[src/sv/pbv_pkg.sv]
// ----------------------------------------------------------------------------
// pbv_pkg: shared types and constants for the packed bit vector
// Request and status codes, internal op codes, back-end states and the
// control group that travels from the classifier to the executor.
// ----------------------------------------------------------------------------
package pbv_pkg;

  localparam int CAPACITY_DEF = 256;  // default bit capacity
  localparam int WORD_BITS    = 8;    // bits per store word
  localparam int WORD_SHIFT   = 3;    // log2(WORD_BITS)
  localparam int REQ_W        = 3;
  localparam int POS_W        = 8;
  localparam int LEN_W        = 9;
  localparam int STAT_W       = 2;
  localparam int QUEUE_DEPTH  = 2;

  typedef enum logic [REQ_W-1:0] {
    REQ_APPEND = 3'd0,
    REQ_READ   = 3'd1,
    REQ_WRITE  = 3'd2,
    REQ_INSERT = 3'd3,
    REQ_ERASE  = 3'd4
  } req_t;

  typedef enum logic [STAT_W-1:0] {
    ST_OK    = 2'd0,
    ST_RANGE = 2'd1,
    ST_FULL  = 2'd2
  } status_t;

  // work left for the executor after classification
  typedef enum logic [2:0] {
    OP_NONE   = 3'd0,
    OP_READ   = 3'd1,
    OP_WRITE  = 3'd2,
    OP_INSERT = 3'd3,
    OP_ERASE  = 3'd4
  } op_t;

  typedef enum logic [1:0] {
    B_IDLE   = 2'd0,
    B_READ   = 2'd1,
    B_MODIFY = 2'd2,
    B_RESULT = 2'd3
  } bstate_t;

  typedef struct packed {
    op_t     op;
    status_t status;
    logic    val;
  } cmd_ctl_t;

endpackage

[src/sv/pbv_ifs.sv]
// ----------------------------------------------------------------------------
// pbv_ifs: request and response channels
// Valid/ready channels carrying one request item and one result item.
// ----------------------------------------------------------------------------
interface pbv_req_if;
  logic                      valid;
  logic                      ready;
  logic [pbv_pkg::REQ_W-1:0] req_type;
  logic [pbv_pkg::POS_W-1:0] position;
  logic                      bit_value;

  modport source (output valid, req_type, position, bit_value, input ready);
  modport sink   (input valid, req_type, position, bit_value, output ready);
endinterface

interface pbv_rsp_if;
  logic                       valid;
  logic                       ready;
  logic                       read_bit;
  logic [pbv_pkg::LEN_W-1:0]  length;
  logic [pbv_pkg::STAT_W-1:0] status;

  modport source (output valid, read_bit, length, status, input ready);
  modport sink   (input valid, read_bit, length, status, output ready);
endinterface

[src/sv/pbv_front.sv]
// ----------------------------------------------------------------------------
// pbv_front: request classifier
// Owns the bit count, range-checks each item, settles status and new length
// and turns the item into a word-level command for the executor.
// ----------------------------------------------------------------------------
module pbv_front #(
  parameter int CAPACITY = pbv_pkg::CAPACITY_DEF,
  localparam int NWORDS  = (CAPACITY + pbv_pkg::WORD_BITS - 1) / pbv_pkg::WORD_BITS,
  localparam int AW      = (NWORDS > 1) ? $clog2(NWORDS) : 1
) (
  input  logic                            clk,
  input  logic                            rst,
  pbv_req_if.sink                         req,
  output logic                            push_valid,
  input  logic                            push_ready,
  output pbv_pkg::cmd_ctl_t               ctl,
  output logic [pbv_pkg::WORD_SHIFT-1:0]  bit_sel,
  output logic [AW-1:0]                   word_a,
  output logic [AW-1:0]                   word_b,
  output logic [pbv_pkg::LEN_W-1:0]       len
);
  localparam int CW     = $clog2(CAPACITY + 1);
  localparam int XW     = (CW > pbv_pkg::LEN_W) ? CW : pbv_pkg::LEN_W;

  logic [CW-1:0] cnt, cnt_next;
  logic [XW-1:0] cnt_x, pos_x, idx_x, wb_x, len_x;
  logic [XW-1:0] cap_x;

  assign req.ready  = push_ready;
  assign push_valid = req.valid;
  assign cap_x      = XW'(CAPACITY);

  always_comb begin
    cnt_x      = XW'(cnt);
    pos_x      = XW'(req.position);
    ctl.op     = pbv_pkg::OP_NONE;
    ctl.status = pbv_pkg::ST_OK;
    ctl.val    = req.bit_value;
    cnt_next   = cnt;
    idx_x      = pos_x;
    wb_x       = pos_x;
    unique case (pbv_pkg::req_t'(req.req_type))
      pbv_pkg::REQ_APPEND: begin
        if (cnt_x >= cap_x) begin
          ctl.status = pbv_pkg::ST_FULL;
        end else begin
          ctl.op   = pbv_pkg::OP_WRITE;
          idx_x    = cnt_x;
          wb_x     = cnt_x;
          cnt_next = cnt + CW'(1);
        end
      end
      pbv_pkg::REQ_READ: begin
        if (pos_x >= cnt_x) ctl.status = pbv_pkg::ST_RANGE;
        else ctl.op = pbv_pkg::OP_READ;
      end
      pbv_pkg::REQ_WRITE: begin
        if (pos_x >= cnt_x) ctl.status = pbv_pkg::ST_RANGE;
        else ctl.op = pbv_pkg::OP_WRITE;
      end
      pbv_pkg::REQ_INSERT: begin
        if (pos_x > cnt_x) begin
          ctl.status = pbv_pkg::ST_RANGE;
        end else if (cnt_x >= cap_x) begin
          ctl.status = pbv_pkg::ST_FULL;
        end else begin
          ctl.op   = pbv_pkg::OP_INSERT;
          wb_x     = cnt_x;           // word holding the new top bit
          cnt_next = cnt + CW'(1);
        end
      end
      pbv_pkg::REQ_ERASE: begin
        if (pos_x >= cnt_x) begin
          ctl.status = pbv_pkg::ST_RANGE;
        end else begin
          ctl.op   = pbv_pkg::OP_ERASE;
          wb_x     = cnt_x - XW'(1);  // word holding the current top bit
          cnt_next = cnt - CW'(1);
        end
      end
      default: begin
        // unused codes: reported as ok, nothing changes
      end
    endcase
    len_x   = XW'(cnt_next);
    len     = len_x[pbv_pkg::LEN_W-1:0];
    bit_sel = idx_x[pbv_pkg::WORD_SHIFT-1:0];
    word_a  = AW'(idx_x >> pbv_pkg::WORD_SHIFT);
    word_b  = AW'(wb_x >> pbv_pkg::WORD_SHIFT);
  end

  always_ff @(posedge clk) begin
    if (rst) begin
      cnt <= '0;
    end else if (req.valid && push_ready) begin
      cnt <= cnt_next;
    end
  end

endmodule

[src/sv/pbv_queue.sv]
// ----------------------------------------------------------------------------
// pbv_queue: command queue
// Small FIFO between classifier and executor.
// ----------------------------------------------------------------------------
module pbv_queue #(
  parameter int W = 8
) (
  input  logic         clk,
  input  logic         rst,
  input  logic         in_valid,
  output logic         in_ready,
  input  logic [W-1:0] in_data,
  output logic         out_valid,
  input  logic         out_ready,
  output logic [W-1:0] out_data
);
  localparam int DEPTH = pbv_pkg::QUEUE_DEPTH;
  localparam int PW    = (DEPTH > 1) ? $clog2(DEPTH) : 1;
  localparam int FW    = $clog2(DEPTH + 1);

  logic [W-1:0]  entries [DEPTH];
  logic [PW-1:0] wr_ptr, rd_ptr;
  logic [FW-1:0] fill;
  logic          push, pop;

  assign in_ready  = (fill != FW'(DEPTH));
  assign out_valid = (fill != '0);
  assign out_data  = entries[rd_ptr];
  assign push      = in_valid && in_ready;
  assign pop       = out_valid && out_ready;

  always_ff @(posedge clk) begin
    if (rst) begin
      wr_ptr <= '0;
      rd_ptr <= '0;
      fill   <= '0;
    end else begin
      if (push) wr_ptr <= (wr_ptr == PW'(DEPTH - 1)) ? '0 : wr_ptr + PW'(1);
      if (pop)  rd_ptr <= (rd_ptr == PW'(DEPTH - 1)) ? '0 : rd_ptr + PW'(1);
      if (push && !pop)      fill <= fill + FW'(1);
      else if (pop && !push) fill <= fill - FW'(1);
    end
  end

  always_ff @(posedge clk) begin
    if (push) entries[wr_ptr] <= in_data;
  end

endmodule

[src/sv/pbv_back.sv]
// ----------------------------------------------------------------------------
// pbv_back: word executor
// Holds the bit store and walks it word by word with read-modify-write,
// carrying one bit between words for insert (upward) and erase (downward).
// ----------------------------------------------------------------------------
module pbv_back #(
  parameter int CAPACITY = pbv_pkg::CAPACITY_DEF,
  localparam int NWORDS  = (CAPACITY + pbv_pkg::WORD_BITS - 1) / pbv_pkg::WORD_BITS,
  localparam int AW      = (NWORDS > 1) ? $clog2(NWORDS) : 1
) (
  input  logic                            clk,
  input  logic                            rst,
  input  logic                            cmd_valid,
  output logic                            cmd_ready,
  input  pbv_pkg::cmd_ctl_t               cmd_ctl,
  input  logic [pbv_pkg::WORD_SHIFT-1:0]  cmd_bit_sel,
  input  logic [AW-1:0]                   cmd_word_a,
  input  logic [AW-1:0]                   cmd_word_b,
  input  logic [pbv_pkg::LEN_W-1:0]       cmd_len,
  pbv_rsp_if.source                       rsp
);
  localparam int WB     = pbv_pkg::WORD_BITS;
  localparam int SW     = pbv_pkg::WORD_SHIFT;

  pbv_pkg::bstate_t  state, state_next;
  pbv_pkg::cmd_ctl_t c_ctl;
  logic [SW-1:0]     c_bit_sel;
  logic [AW-1:0]     c_word_a, c_word_b;
  logic [pbv_pkg::LEN_W-1:0] c_len;

  logic [AW-1:0] cur, stop;
  logic          carry, carry_new, rbit;
  logic          at_stop, mem_we, out_load;
  logic [WB-1:0] mem [NWORDS];
  logic [WB-1:0] rd_data, new_word, up_word, dn_word;
  logic [SW-1:0] b_eff, jj;

  logic                        out_valid, out_rbit;
  logic [pbv_pkg::LEN_W-1:0]   out_len;
  pbv_pkg::status_t            out_status;

  assign stop    = (c_ctl.op == pbv_pkg::OP_ERASE) ? c_word_a : c_word_b;
  assign at_stop = (cur == stop);
  assign b_eff   = (cur == c_word_a) ? c_bit_sel : '0;
  assign up_word = {rd_data[WB-2:0], 1'b0};
  assign dn_word = {1'b0, rd_data[WB-1:1]};

  // word update
  always_comb begin
    new_word  = rd_data;
    carry_new = carry;
    for (int j = 0; j < WB; j++) begin
      jj = SW'(j);
      unique case (c_ctl.op)
        pbv_pkg::OP_WRITE: begin
          if (jj == b_eff) new_word[j] = c_ctl.val;
        end
        pbv_pkg::OP_INSERT: begin
          if (jj == b_eff)     new_word[j] = carry;
          else if (jj > b_eff) new_word[j] = up_word[j];
        end
        pbv_pkg::OP_ERASE: begin
          if (jj == SW'(WB - 1)) new_word[j] = carry;
          else if (jj >= b_eff)  new_word[j] = dn_word[j];
        end
        default: begin
        end
      endcase
    end
    if (c_ctl.op == pbv_pkg::OP_INSERT)     carry_new = rd_data[WB-1];
    else if (c_ctl.op == pbv_pkg::OP_ERASE) carry_new = rd_data[b_eff];
  end

  always_ff @(posedge clk) begin
    if (rst) state <= pbv_pkg::B_IDLE;
    else     state <= state_next;
  end

  always_comb begin
    state_next = state;
    cmd_ready  = 1'b0;
    mem_we     = 1'b0;
    out_load   = 1'b0;
    unique case (state)
      pbv_pkg::B_IDLE: begin
        cmd_ready = 1'b1;
        if (cmd_valid) begin
          state_next = (cmd_ctl.op == pbv_pkg::OP_NONE) ? pbv_pkg::B_RESULT
                                                        : pbv_pkg::B_READ;
        end
      end
      pbv_pkg::B_READ: state_next = pbv_pkg::B_MODIFY;
      pbv_pkg::B_MODIFY: begin
        mem_we     = (c_ctl.op != pbv_pkg::OP_READ);
        state_next = at_stop ? pbv_pkg::B_RESULT : pbv_pkg::B_READ;
      end
      pbv_pkg::B_RESULT: begin
        if (!out_valid || rsp.ready) begin
          out_load   = 1'b1;
          state_next = pbv_pkg::B_IDLE;
        end
      end
    endcase
  end

  always_ff @(posedge clk) begin
    if (cmd_ready && cmd_valid) begin
      c_ctl     <= cmd_ctl;
      c_bit_sel <= cmd_bit_sel;
      c_word_a  <= cmd_word_a;
      c_word_b  <= cmd_word_b;
      c_len     <= cmd_len;
      cur       <= (cmd_ctl.op == pbv_pkg::OP_ERASE) ? cmd_word_b : cmd_word_a;
      carry     <= (cmd_ctl.op == pbv_pkg::OP_INSERT) ? cmd_ctl.val : 1'b0;
      rbit      <= 1'b0;
    end else if (state == pbv_pkg::B_MODIFY) begin
      carry <= carry_new;
      if (c_ctl.op == pbv_pkg::OP_READ) rbit <= rd_data[c_bit_sel];
      if (!at_stop) begin
        cur <= (c_ctl.op == pbv_pkg::OP_ERASE) ? cur - AW'(1) : cur + AW'(1);
      end
    end
    if (out_load) begin
      out_rbit   <= rbit;
      out_len    <= c_len;
      out_status <= c_ctl.status;
    end
  end

  // bit store
  always_ff @(posedge clk) begin
    if (mem_we) mem[cur] <= new_word;
    rd_data <= mem[cur];
  end

  always_ff @(posedge clk) begin
    if (rst)           out_valid <= 1'b0;
    else if (out_load) out_valid <= 1'b1;
    else if (rsp.ready) out_valid <= 1'b0;
  end

  assign rsp.valid    = out_valid;
  assign rsp.read_bit = out_rbit;
  assign rsp.length   = out_len;
  assign rsp.status   = out_status;

endmodule

[src/sv/packed_bit_vector.sv]
// ----------------------------------------------------------------------------
// packed_bit_vector: ordered bit vector with insert and erase
// Keeps up to CAPACITY bits packed eight to a word; append, read, write,
// insert and erase, one result item per request item.
// ----------------------------------------------------------------------------
//
//  channel | dir | handshake   | payload
//  --------+-----+-------------+-----------------------------------------
//  req     | in  | valid/ready | req_type[2:0] position[7:0] bit_value
//  rsp     | out | valid/ready | read_bit length[8:0] status[1:0]
//
//  Store walk: each word (8 bits) is read and then written back, on the
//  single store port; reads skip the write. Read, write and append touch one
//  word. Insert at position p with length n walks words p/8 up through n/8,
//  erase walks (n-1)/8 down to p/8. The executor takes its next item only
//  once the last result is loaded into the output register.
//  Rejected requests skip the store.
//  Reset: synchronous; clears the bit count, the queue and the output valid.
//  The store itself is not cleared: bits at or above the length are never read.
//  Stalls: the classifier keeps taking items while the queue has room, even
//  with a result waiting at the output register.
//
module packed_bit_vector #(
  parameter int CAPACITY = pbv_pkg::CAPACITY_DEF
) (
  input  logic       clk,
  input  logic       rst,
  pbv_req_if.sink    req,
  pbv_rsp_if.source  rsp
);
  localparam int NWORDS = (CAPACITY + pbv_pkg::WORD_BITS - 1) / pbv_pkg::WORD_BITS;
  localparam int AW     = (NWORDS > 1) ? $clog2(NWORDS) : 1;
  localparam int CW     = $clog2(CAPACITY + 1);
  localparam int XW     = (CW > pbv_pkg::LEN_W) ? CW : pbv_pkg::LEN_W;
  localparam int CMD_W  = $bits(pbv_pkg::cmd_ctl_t) + pbv_pkg::WORD_SHIFT + 2 * AW
                          + pbv_pkg::LEN_W;

  // classifier -> queue
  logic                            f_valid, f_ready;
  pbv_pkg::cmd_ctl_t               f_ctl;
  logic [pbv_pkg::WORD_SHIFT-1:0]  f_bit_sel;
  logic [AW-1:0]                   f_word_a, f_word_b;
  logic [pbv_pkg::LEN_W-1:0]       f_len;

  // queue -> executor
  logic                            q_valid, q_ready;
  logic [CMD_W-1:0]                q_in_data, q_out_data;
  pbv_pkg::cmd_ctl_t               b_ctl;
  logic [pbv_pkg::WORD_SHIFT-1:0]  b_bit_sel;
  logic [AW-1:0]                   b_word_a, b_word_b;
  logic [pbv_pkg::LEN_W-1:0]       b_len;

  pbv_front #(.CAPACITY(CAPACITY)) u_front (
    .clk        (clk),
    .rst        (rst),
    .req        (req),
    .push_valid (f_valid),
    .push_ready (f_ready),
    .ctl        (f_ctl),
    .bit_sel    (f_bit_sel),
    .word_a     (f_word_a),
    .word_b     (f_word_b),
    .len        (f_len)
  );

  assign q_in_data = {f_ctl, f_bit_sel, f_word_a, f_word_b, f_len};

  pbv_queue #(.W(CMD_W)) u_queue (
    .clk       (clk),
    .rst       (rst),
    .in_valid  (f_valid),
    .in_ready  (f_ready),
    .in_data   (q_in_data),
    .out_valid (q_valid),
    .out_ready (q_ready),
    .out_data  (q_out_data)
  );

  assign {b_ctl, b_bit_sel, b_word_a, b_word_b, b_len} = q_out_data;

  pbv_back #(.CAPACITY(CAPACITY)) u_back (
    .clk         (clk),
    .rst         (rst),
    .cmd_valid   (q_valid),
    .cmd_ready   (q_ready),
    .cmd_ctl     (b_ctl),
    .cmd_bit_sel (b_bit_sel),
    .cmd_word_a  (b_word_a),
    .cmd_word_b  (b_word_b),
    .cmd_len     (b_len),
    .rsp         (rsp)
  );

  // a rejected request never reports a bit
  a_err_no_bit: assert property (@(posedge clk) disable iff (rst)
    rsp.valid && (rsp.status != pbv_pkg::ST_OK) |-> !rsp.read_bit)
    else $error("error result carries a read bit");

  // reported length never passes the capacity
  a_len_cap: assert property (@(posedge clk) disable iff (rst)
    rsp.valid |-> (XW'(rsp.length) <= XW'(CAPACITY)))
    else $error("length above capacity");

  // queue only drains through the executor
  a_q_drain: assert property (@(posedge clk) disable iff (rst)
    $fell(q_valid) |-> $past(q_ready))
    else $error("queue emptied without a pop");

  // executor leaves idle after taking a command from the queue
  a_pop_valid: assert property (@(posedge clk) disable iff (rst)
    q_ready && q_valid |=> !q_ready)
    else $error("executor stayed idle after taking a command");

endmodule

[src/flat_wrapper.sv]
// flat-port wrapper written by rule: the top's interface ports become plain ports
module packed_bit_vector_flat 
#(
  parameter int CAPACITY = pbv_pkg::CAPACITY_DEF
)
  (clk, rst, req_valid, req_req_type, req_position, req_bit_value, req_ready, rsp_valid, rsp_read_bit, rsp_length, rsp_status, rsp_ready);
  pbv_req_if req_i ();
  pbv_rsp_if rsp_i ();
  input  logic clk;
  input  logic rst;
  input wire logic [$bits(req_i.valid)-1:0] req_valid;
  input wire logic [$bits(req_i.req_type)-1:0] req_req_type;
  input wire logic [$bits(req_i.position)-1:0] req_position;
  input wire logic [$bits(req_i.bit_value)-1:0] req_bit_value;
  output wire logic [$bits(req_i.ready)-1:0] req_ready;
  output wire logic [$bits(rsp_i.valid)-1:0] rsp_valid;
  output wire logic [$bits(rsp_i.read_bit)-1:0] rsp_read_bit;
  output wire logic [$bits(rsp_i.length)-1:0] rsp_length;
  output wire logic [$bits(rsp_i.status)-1:0] rsp_status;
  input wire logic [$bits(rsp_i.ready)-1:0] rsp_ready;
  assign req_i.valid = req_valid;
  assign req_i.req_type = req_req_type;
  assign req_i.position = req_position;
  assign req_i.bit_value = req_bit_value;
  assign req_ready = req_i.ready;
  assign rsp_valid = rsp_i.valid;
  assign rsp_read_bit = rsp_i.read_bit;
  assign rsp_length = rsp_i.length;
  assign rsp_status = rsp_i.status;
  assign rsp_i.ready = rsp_ready;
  packed_bit_vector #(.CAPACITY(CAPACITY)) u_core (.clk(clk), .rst(rst), .req(req_i), .rsp(rsp_i));
endmodule
[config.mk]
export PLATFORM = sky130hd
export DESIGN_NAME = packed_bit_vector_flat
export DESIGN_NICKNAME = d
export VERILOG_FILES = /design/src/sv/pbv_pkg.sv /design/src/sv/pbv_ifs.sv /design/src/sv/pbv_front.sv /design/src/sv/pbv_queue.sv /design/src/sv/pbv_back.sv /design/src/sv/packed_bit_vector.sv /design/src/flat_wrapper.sv
export SDC_FILE = /design/constraint.sdc
export NUM_CORES = 1
export LEC_CHECK = 0
export BUFFER_PORTS_ARGS = -buffer_cell sky130_fd_sc_hd__buf_2
export CAP_MARGIN = 20
export CORE_MARGIN = 4
export CORE_UTILIZATION = 40
export CTS_BUF_LIST = sky130_fd_sc_hd__clkbuf_8
export CTS_CLUSTER_SIZE = 25
export DETAILED_ROUTE_END_ITERATION = 16
export GPL_ROUTABILITY_DRIVEN = 0
export PLACE_DENSITY = 0.65
export SLEW_MARGIN = 10
export SYNTH_ARGS = -nofsm -noshare
export SYNTH_HDL_FRONTEND = slang
export SYNTH_HIERARCHICAL = 1
export SYNTH_SLANG_ARGS = --single-unit
[constraint.sdc]
create_clock -name clk -period 4.5 [get_ports clk]
set_clock_uncertainty 0.2 [all_clocks]
set_input_delay 1.125 -clock clk [delete_from_list [all_inputs] [get_ports clk]]
set_output_delay 1.125 -clock clk [all_outputs]
set_load 0.005 [all_outputs]
==> results of run 1 <==
through the flow:
stage | hold slack [ps] | std cells | util (%)
floorplan | 200 | 1035 | -
detailed placement | 209 | 1552 | 42.2
CTS | 223 | 1654 | 44.9
finish | 224 | 1656 | 44.9
global placement | 203 | 1552 | 42.2
global route | 234 | 1656 | 44.9
cells in the mapped netlist, drive strengths merged (6+ instances only):
cell type    n
nand3       22
buf         36
o21ai       27
mux4        65
o211ai       7
inv         21
nor2b       10
a31oi        7
mux2        37
edfxtp     358
mux2i        6
nand2       44
ha          14
and2         7
a22oi       35
clkbuf      23
a21oi       27
nor3        22
xnor2       18
dfxtp       26
a211oi       7
nand4       19
and3        11
nor2        76
state kept, by name, summed over array words and instances (netlist names), named ones only:
signal / cells
u_core/u_back/mem: 256
u_core/u_queue/entries: 56
u_core/u_back/c_len: 9
u_core/u_back/rsp.length: 9
u_core/u_front/cnt: 9
u_core/u_back/rd_data: 8
u_core/u_back/c_ctl: 6
u_core/u_back/c_word_a: 5
u_core/u_back/c_word_b: 5
u_core/u_back/cur: 5
u_core/u_back/c_bit_sel: 3
u_core/u_back/rsp.status: 2
u_core/u_back/state: 2
u_core/u_queue/fill: 2
u_core/u_back/carry: 1
u_core/u_back/rbit: 1
u_core/u_back/rsp.read_bit: 1
u_core/u_back/rsp.valid: 1
u_core/u_queue/rd_ptr: 1
u_core/u_queue/wr_ptr: 1
cells by family after synthesis:
kind of cell / Yosys count / share of synthesized area [%]
multiplexers: 108 / 11.7
AO/OA/AOI/OAI: 173 / 7.74
buffers and inverters: 82 / 2.36
AND/OR/NAND/NOR: 252 / 8.03
flip-flops: 384 / 67.8
adder cells (fa/ha/maj): 15 / 1.17
XOR/XNOR: 21 / 1.20
critical path, delay by kind of cell, from the launching register on:
kind            cells  cell delay [ps]
simple gates        2              620
compound gates      2             1030
flops               1              890
xor+xnor            1              210
buf+inv             1              340
power breakdown:
group	total [uW]	switching, uW	internal [uW]	leakage [uW]
registers	5470	355	5110	0.00350
clock network	2730	1290	1440	0.000657
logic	3890	2490	1410	0.00192
total	12100	4130	7960	0.00607
layout by cell type, fill, tap and decap left out, types with 9 or more instances in the layout:
| cell | count |
|---|---|
| mux2_2 | 37 |
| a21oi_1 | 26 |
| nor2b_1 | 9 |
| nand4_1 | 18 |
| inv_1 | 43 |
| a22oi_1 | 35 |
| buf_2 | 31 |
| ha_1 | 14 |
| dfxtp_1 | 26 |
| nor3_1 | 21 |
| nor2_1 | 75 |
| buf_4 | 14 |
| mux4_2 | 65 |
| edfxtp_1 | 358 |
| nand3_1 | 21 |
| nand2_1 | 44 |
| clkbuf_8 | 65 |
| and3_1 | 10 |
| o21ai_0 | 25 |
| xnor2_1 | 16 |
layout make-up:
type	count	area [um^2]
clock inverter	37	216
fill	3616	22500
sequential	384	11300
timing repair buffer	46	280
inverter	23	86.3
clock buffer	65	895
multi-input combinational	569	4980
tap	532	666
path summary, 6_finish.rpt:
check                                   startpoint                               endpoint  slack (ps)  cells after the start
hold / removal    u_core/u_back/c_len[5]$_DFFE_PP_  u_core/u_back/rsp.length[5]$_DFFE_PP_         220                      0
setup reg to reg    u_core/u_back/cur[4]$_DFFE_PP_     u_core/u_back/mem[30][6]$_DFFE_PP_        1060                      6
hold reg to reg   u_core/u_back/c_len[5]$_DFFE_PP_  u_core/u_back/rsp.length[5]$_DFFE_PP_         220                      0
setup / recovery    u_core/u_back/cur[4]$_DFFE_PP_     u_core/u_back/mem[30][6]$_DFFE_PP_        1060                      6
routing by layer:
layer / vias up / global-route usage (%)
li1: 4247 / -
met1: 4673 / 22.2
met2: 368 / 25.8
met3: 68 / 3.26
met4: 0 / 5.51
met5: - / 0
==> impl_metrics.yaml, run 1 <==
status:
  status: "finished, final reports clean"
min_path:
  hold_class: "reg2reg"
final_layout:
  final_area_mm2: 0.0184
  area_growth_pct: 10.7
  num-nets-final: 1114
  drive_gt1_share_pct: 23.0
  diodes: 0
yosys:
  ys.flop_type: "edfxtp_1"
  netlist_area_mm2: 0.0166
  synth_area_per_cell_um2: 16.1
  ys_warn_count: 6
  synth_seq_cells: 384
  synth_edf_count: 358
  yosysSeqAreaShare_pct: 67.8
  synth_top_area_share_pct: 64.7
  syn_nets: 1066
  synth_cell_types: 89
  synthTopCellsByArea: "edfxtp_1 65%, mux4_2 8.8%, dfxtp_1 3.1%"
  synth_async_sr_flop_share_pct: 0
  synthCells: 1035
  yosysTopAreaCell: "edfxtp_1"
drt:
  antenna_left: 0
  wl_mm: 35.8
  remaining_drc_errors: 0
  wl_met1_mm: 15.0
  drt-initial-drc-count: 791
  dr.pass1.iters: 5
  wl_per_cell_um: 21.6
  vias: 9356
  routed_via_density: 5.65
  top_layer_used: "met4"
  wl_met2_mm: 17.4
  dr_wl_met3_mm: 2.50
power:
  p_leak_uw: 0.00607
  p_per_area_mw_per_mm2: 657
  peakVddDrop_mv: 0.423
  fin_total_pwr_uw: 12100
placed_design:
  dp_hpwl_mm: 22.5
  port_buffers: 29
  pre_cts_ws_ps: 790
  post_dp_cell_area_mm2: 0.0173
worst_setup_path:
  cp_slowest_stage_delay_ps: 890
  path_cells: "xnor2_1 -> and3_1 -> nand3_1 -> o221a_2 -> o221ai_2 -> buf_4"
  worstPathMaxFanout: 18
  slowest_stage: "edfxtp_1"
  cp.arrival_ps: 3720
  endpoint_kind: "flip-flop"
  crit_required_ps: 4770
  path_class: "reg2reg"
  cp-start-kind: "flip-flop"
grt:
  grt-ovfl-total: 0
  grt_max_degree: 70
  grt_usage_pct: 16.1
  grt_pass1_wl_mm: 55.8
  grt_pass1_vias: 9512
  antenna_found_initial: 0
cts:
  path_clk_slew_ps: 60
  cts_root_buf: "clkbuf_8"
  cts_buffers: 59
  ctsResizeCount: 0
  hold_buffers: 0
  cts.sinks: 384
  cts_buffer_depth: 3
  clock_latency_ps: 640
  htreeDepth: 2
  post_cts_buffers: 0
  cts_tree: "yes"
floorplan:
  fp-row-count: 74
  die-area_mm2: 0.0449
  coreArea_mm2: 0.0409
  fp.dieW_um: 212
  io_pins: 30
  die_h_um: 212
  floorplan.initialDensity_pct: 40.6
sta:
  fin_ws_ps: 1060
  setup_violations: 0
  min_period_ps: 3440
  finalHoldViolCount: 0
  worstMarginPinSlew_ps: 1110
  period_share_pct: 76.5
  slew_violations: 0
  relSlewSlack_pct: 26.0
  max_freq_mhz: 290
  rsz0062_at_grt: "false"
  fin_setup_tns_ps: 0
flow_run:
  cap_viol_max_count: 0
No activity file was read; power rests on OpenSTA's default activity.
==> run 2: changes to the inputs <==
--- a/config.mk
+++ b/config.mk
@@ -13,7 +13,7 @@
 export CTS_CLUSTER_SIZE = 25
 export DETAILED_ROUTE_END_ITERATION = 16
 export GPL_ROUTABILITY_DRIVEN = 0
-export PLACE_DENSITY = 0.65
+export PLACE_DENSITY = 0.67
 export SLEW_MARGIN = 10
 export SYNTH_ARGS = -nofsm -noshare
 export SYNTH_HDL_FRONTEND = slang
==> constraint.sdc (replaced) <==
create_clock -name clk -period 3.1 [get_ports clk]
set_clock_uncertainty 0.2 [all_clocks]
set_input_delay 0.775 -clock clk [delete_from_list [all_inputs] [get_ports clk]]
set_output_delay 0.775 -clock clk [all_outputs]
set_load 0.005 [all_outputs]
==> run 2 against run 1 <==
  * Clock power grew 51%
  * Clock-buffer cell count shrank 4
  * Utilization grew 1.4 points
  * Largest cell class unchanged
  * Largest power group unchanged
  * Sequential power is 43% higher
  * Sequential share of layout area shrank 1.9 points
  * Flip-flop and latch count is the same
  * Die area is the same
==> impl_metrics.yaml, run 2 (same netlist as run 1, synthesis figures left out) <==
power:
  p_per_area_mw_per_mm2: 940
  p_leak_uw: 0.00643
  peakVddDrop_mv: 0.530
drt:
  drt-initial-drc-count: 829
  remaining_drc_errors: 0
  antenna_left: 0
  routed_via_density: 5.61
  vias: 9712
  wl_per_cell_um: 21.0
  dr.pass1.iters: 6
  wl_mm: 36.3
worst_setup_path:
  endpoint_kind: "flip-flop"
  path_class: "reg2reg"
  cp-start-kind: "flip-flop"
  cp.arrival_ps: 2950
  crit_required_ps: 3210
  worstPathMaxFanout: 6
status:
  status: "finished, final reports clean"
sta:
  whs_ps: 188
  rsz0062_at_grt: "false"
  slew_violations: 0
  min_period_ps: 2840
  finalHoldViolCount: 0
  worstMarginPinSlew_ps: 688
  period_share_pct: 91.6
  max_freq_mhz: 352
  relSlewSlack_pct: 54.0
  setup_violations: 0
cts:
  cts_buffer_depth: 3
  clock_latency_ps: 620
  hold_buffers: 0
  cts_root_buf: "clkbuf_8"
  cts_tree: "yes"
  cts_buffers: 60
  post_cts_buffers: 0
  ctsResizeCount: 0
  cts.sinks: 384
  htreeDepth: 2
  path_clk_slew_ps: 60
placed_design:
  port_buffers: 29
  dp_hpwl_mm: 23.7
  post_dp_cell_area_mm2: 0.0178
final_layout:
  final_cell_mix: "358 x edfxtp_1, 79 x buf_4, 75 x nor2_1"
  largest_register_ff_count: 256
  num-nets-final: 1179
  final_area_mm2: 0.0190
  area_growth_pct: 14.2
  layout_commonest_cell: "edfxtp_1"
  reg.largest.list: "u_core/u_back/mem: 256 flops, u_core/u_queue/entries: 56 flops"
  diodes: 0
  drive_gt1_share_pct: 27.4
  regMostFlops: "u_core/u_back/mem"
floorplan:
  floorplan.initialDensity_pct: 40.6
  io_pins: 30
  die_h_um: 212
  fp-row-count: 74
  die-area_mm2: 0.0449
  fp.dieW_um: 212
  coreArea_mm2: 0.0409
grt:
  globalRouteMet1Util_pct: 21.6
  grt_usage_pct: 16.2
  grt_util_met3_pct: 3.07
  use_met2_pct: 27.1
  grt_pass1_vias: 9824
  grt_max_degree: 70
  busiest_layer: "met2"
  grt-ovfl-total: 0
  grt_pass1_wl_mm: 56.7
  antenna_found_initial: 0
flow_run:
  cap_viol_max_count: 0
min_path:
  hold_class: "in2reg"
[run 2: final timing paths]
path                                      start                                      end  slack, ps  depth (start not counted)
max          u_core/u_front/cnt[4]$_SDFFE_PP0P_  u_core/u_queue/entries[0][10]$_DFFE_PP_        260                          8
min                               req_bit_value  u_core/u_queue/entries[0][22]$_DFFE_PP_        190                          1
max reg2reg  u_core/u_front/cnt[4]$_SDFFE_PP0P_  u_core/u_queue/entries[0][10]$_DFFE_PP_        260                          8
min reg2reg    u_core/u_back/c_ctl[1]$_DFFE_PP_    u_core/u_back/rsp.status[0]$_DFFE_PP_        220                          0
[run 2: report_power, final]
part | internal [uW] | leakage, uW | switching [uW]
Sequential | 7420 | 0.00350 | 393
Combinational | 2160 | 0.00226 | 3760
Clock | 2190 | 0.000682 | 1920
[run 2: area by class of cell]
| cell class | count | area (um^2) |
|---|---|---|
| inverter | 23 | 86.3 |
| timing repair buffer | 110 | 778 |
| multi-input combinational | 569 | 4990 |
| clock inverter | 53 | 353 |
| clock buffer | 61 | 840 |
| fill | 3483 | 21900 |
| tap | 532 | 666 |
| sequential | 384 | 11300 |
[run 2: through the flow]
step	utilization, %	setup TNS (ps)	instances	total power, uW	setup WS (ps)
final	46.4	0	1732	17800	260
after global routing	46.4	0	1732	18800	156
after CTS	46.4	0	1732	18100	303
after detailed placement	43.5	-18.9	1618	13900	-7.11
after global placement	43.5	0	1618	13800	51.0
after floorplan	-	0	1035	11800	84.8
[run 2: worst max-delay path, cell delays in order (launching register included)]
cell	delay (ps)
dfxtp_1	470
clkinv_1	190
ha_1	350
and3_1	220
and4_4	220
a2bb2oi_4	240
a21o_1	250
o21ai_0	110
a221o_1	320
[run 2: layer usage]
metal / up-vias / share of wire (%)
met4: 0 / 2.8
met3: 78 / 6.4
met2: 365 / 50
li1: 4418 / -
met1: 4851 / 41
met5: - / 0
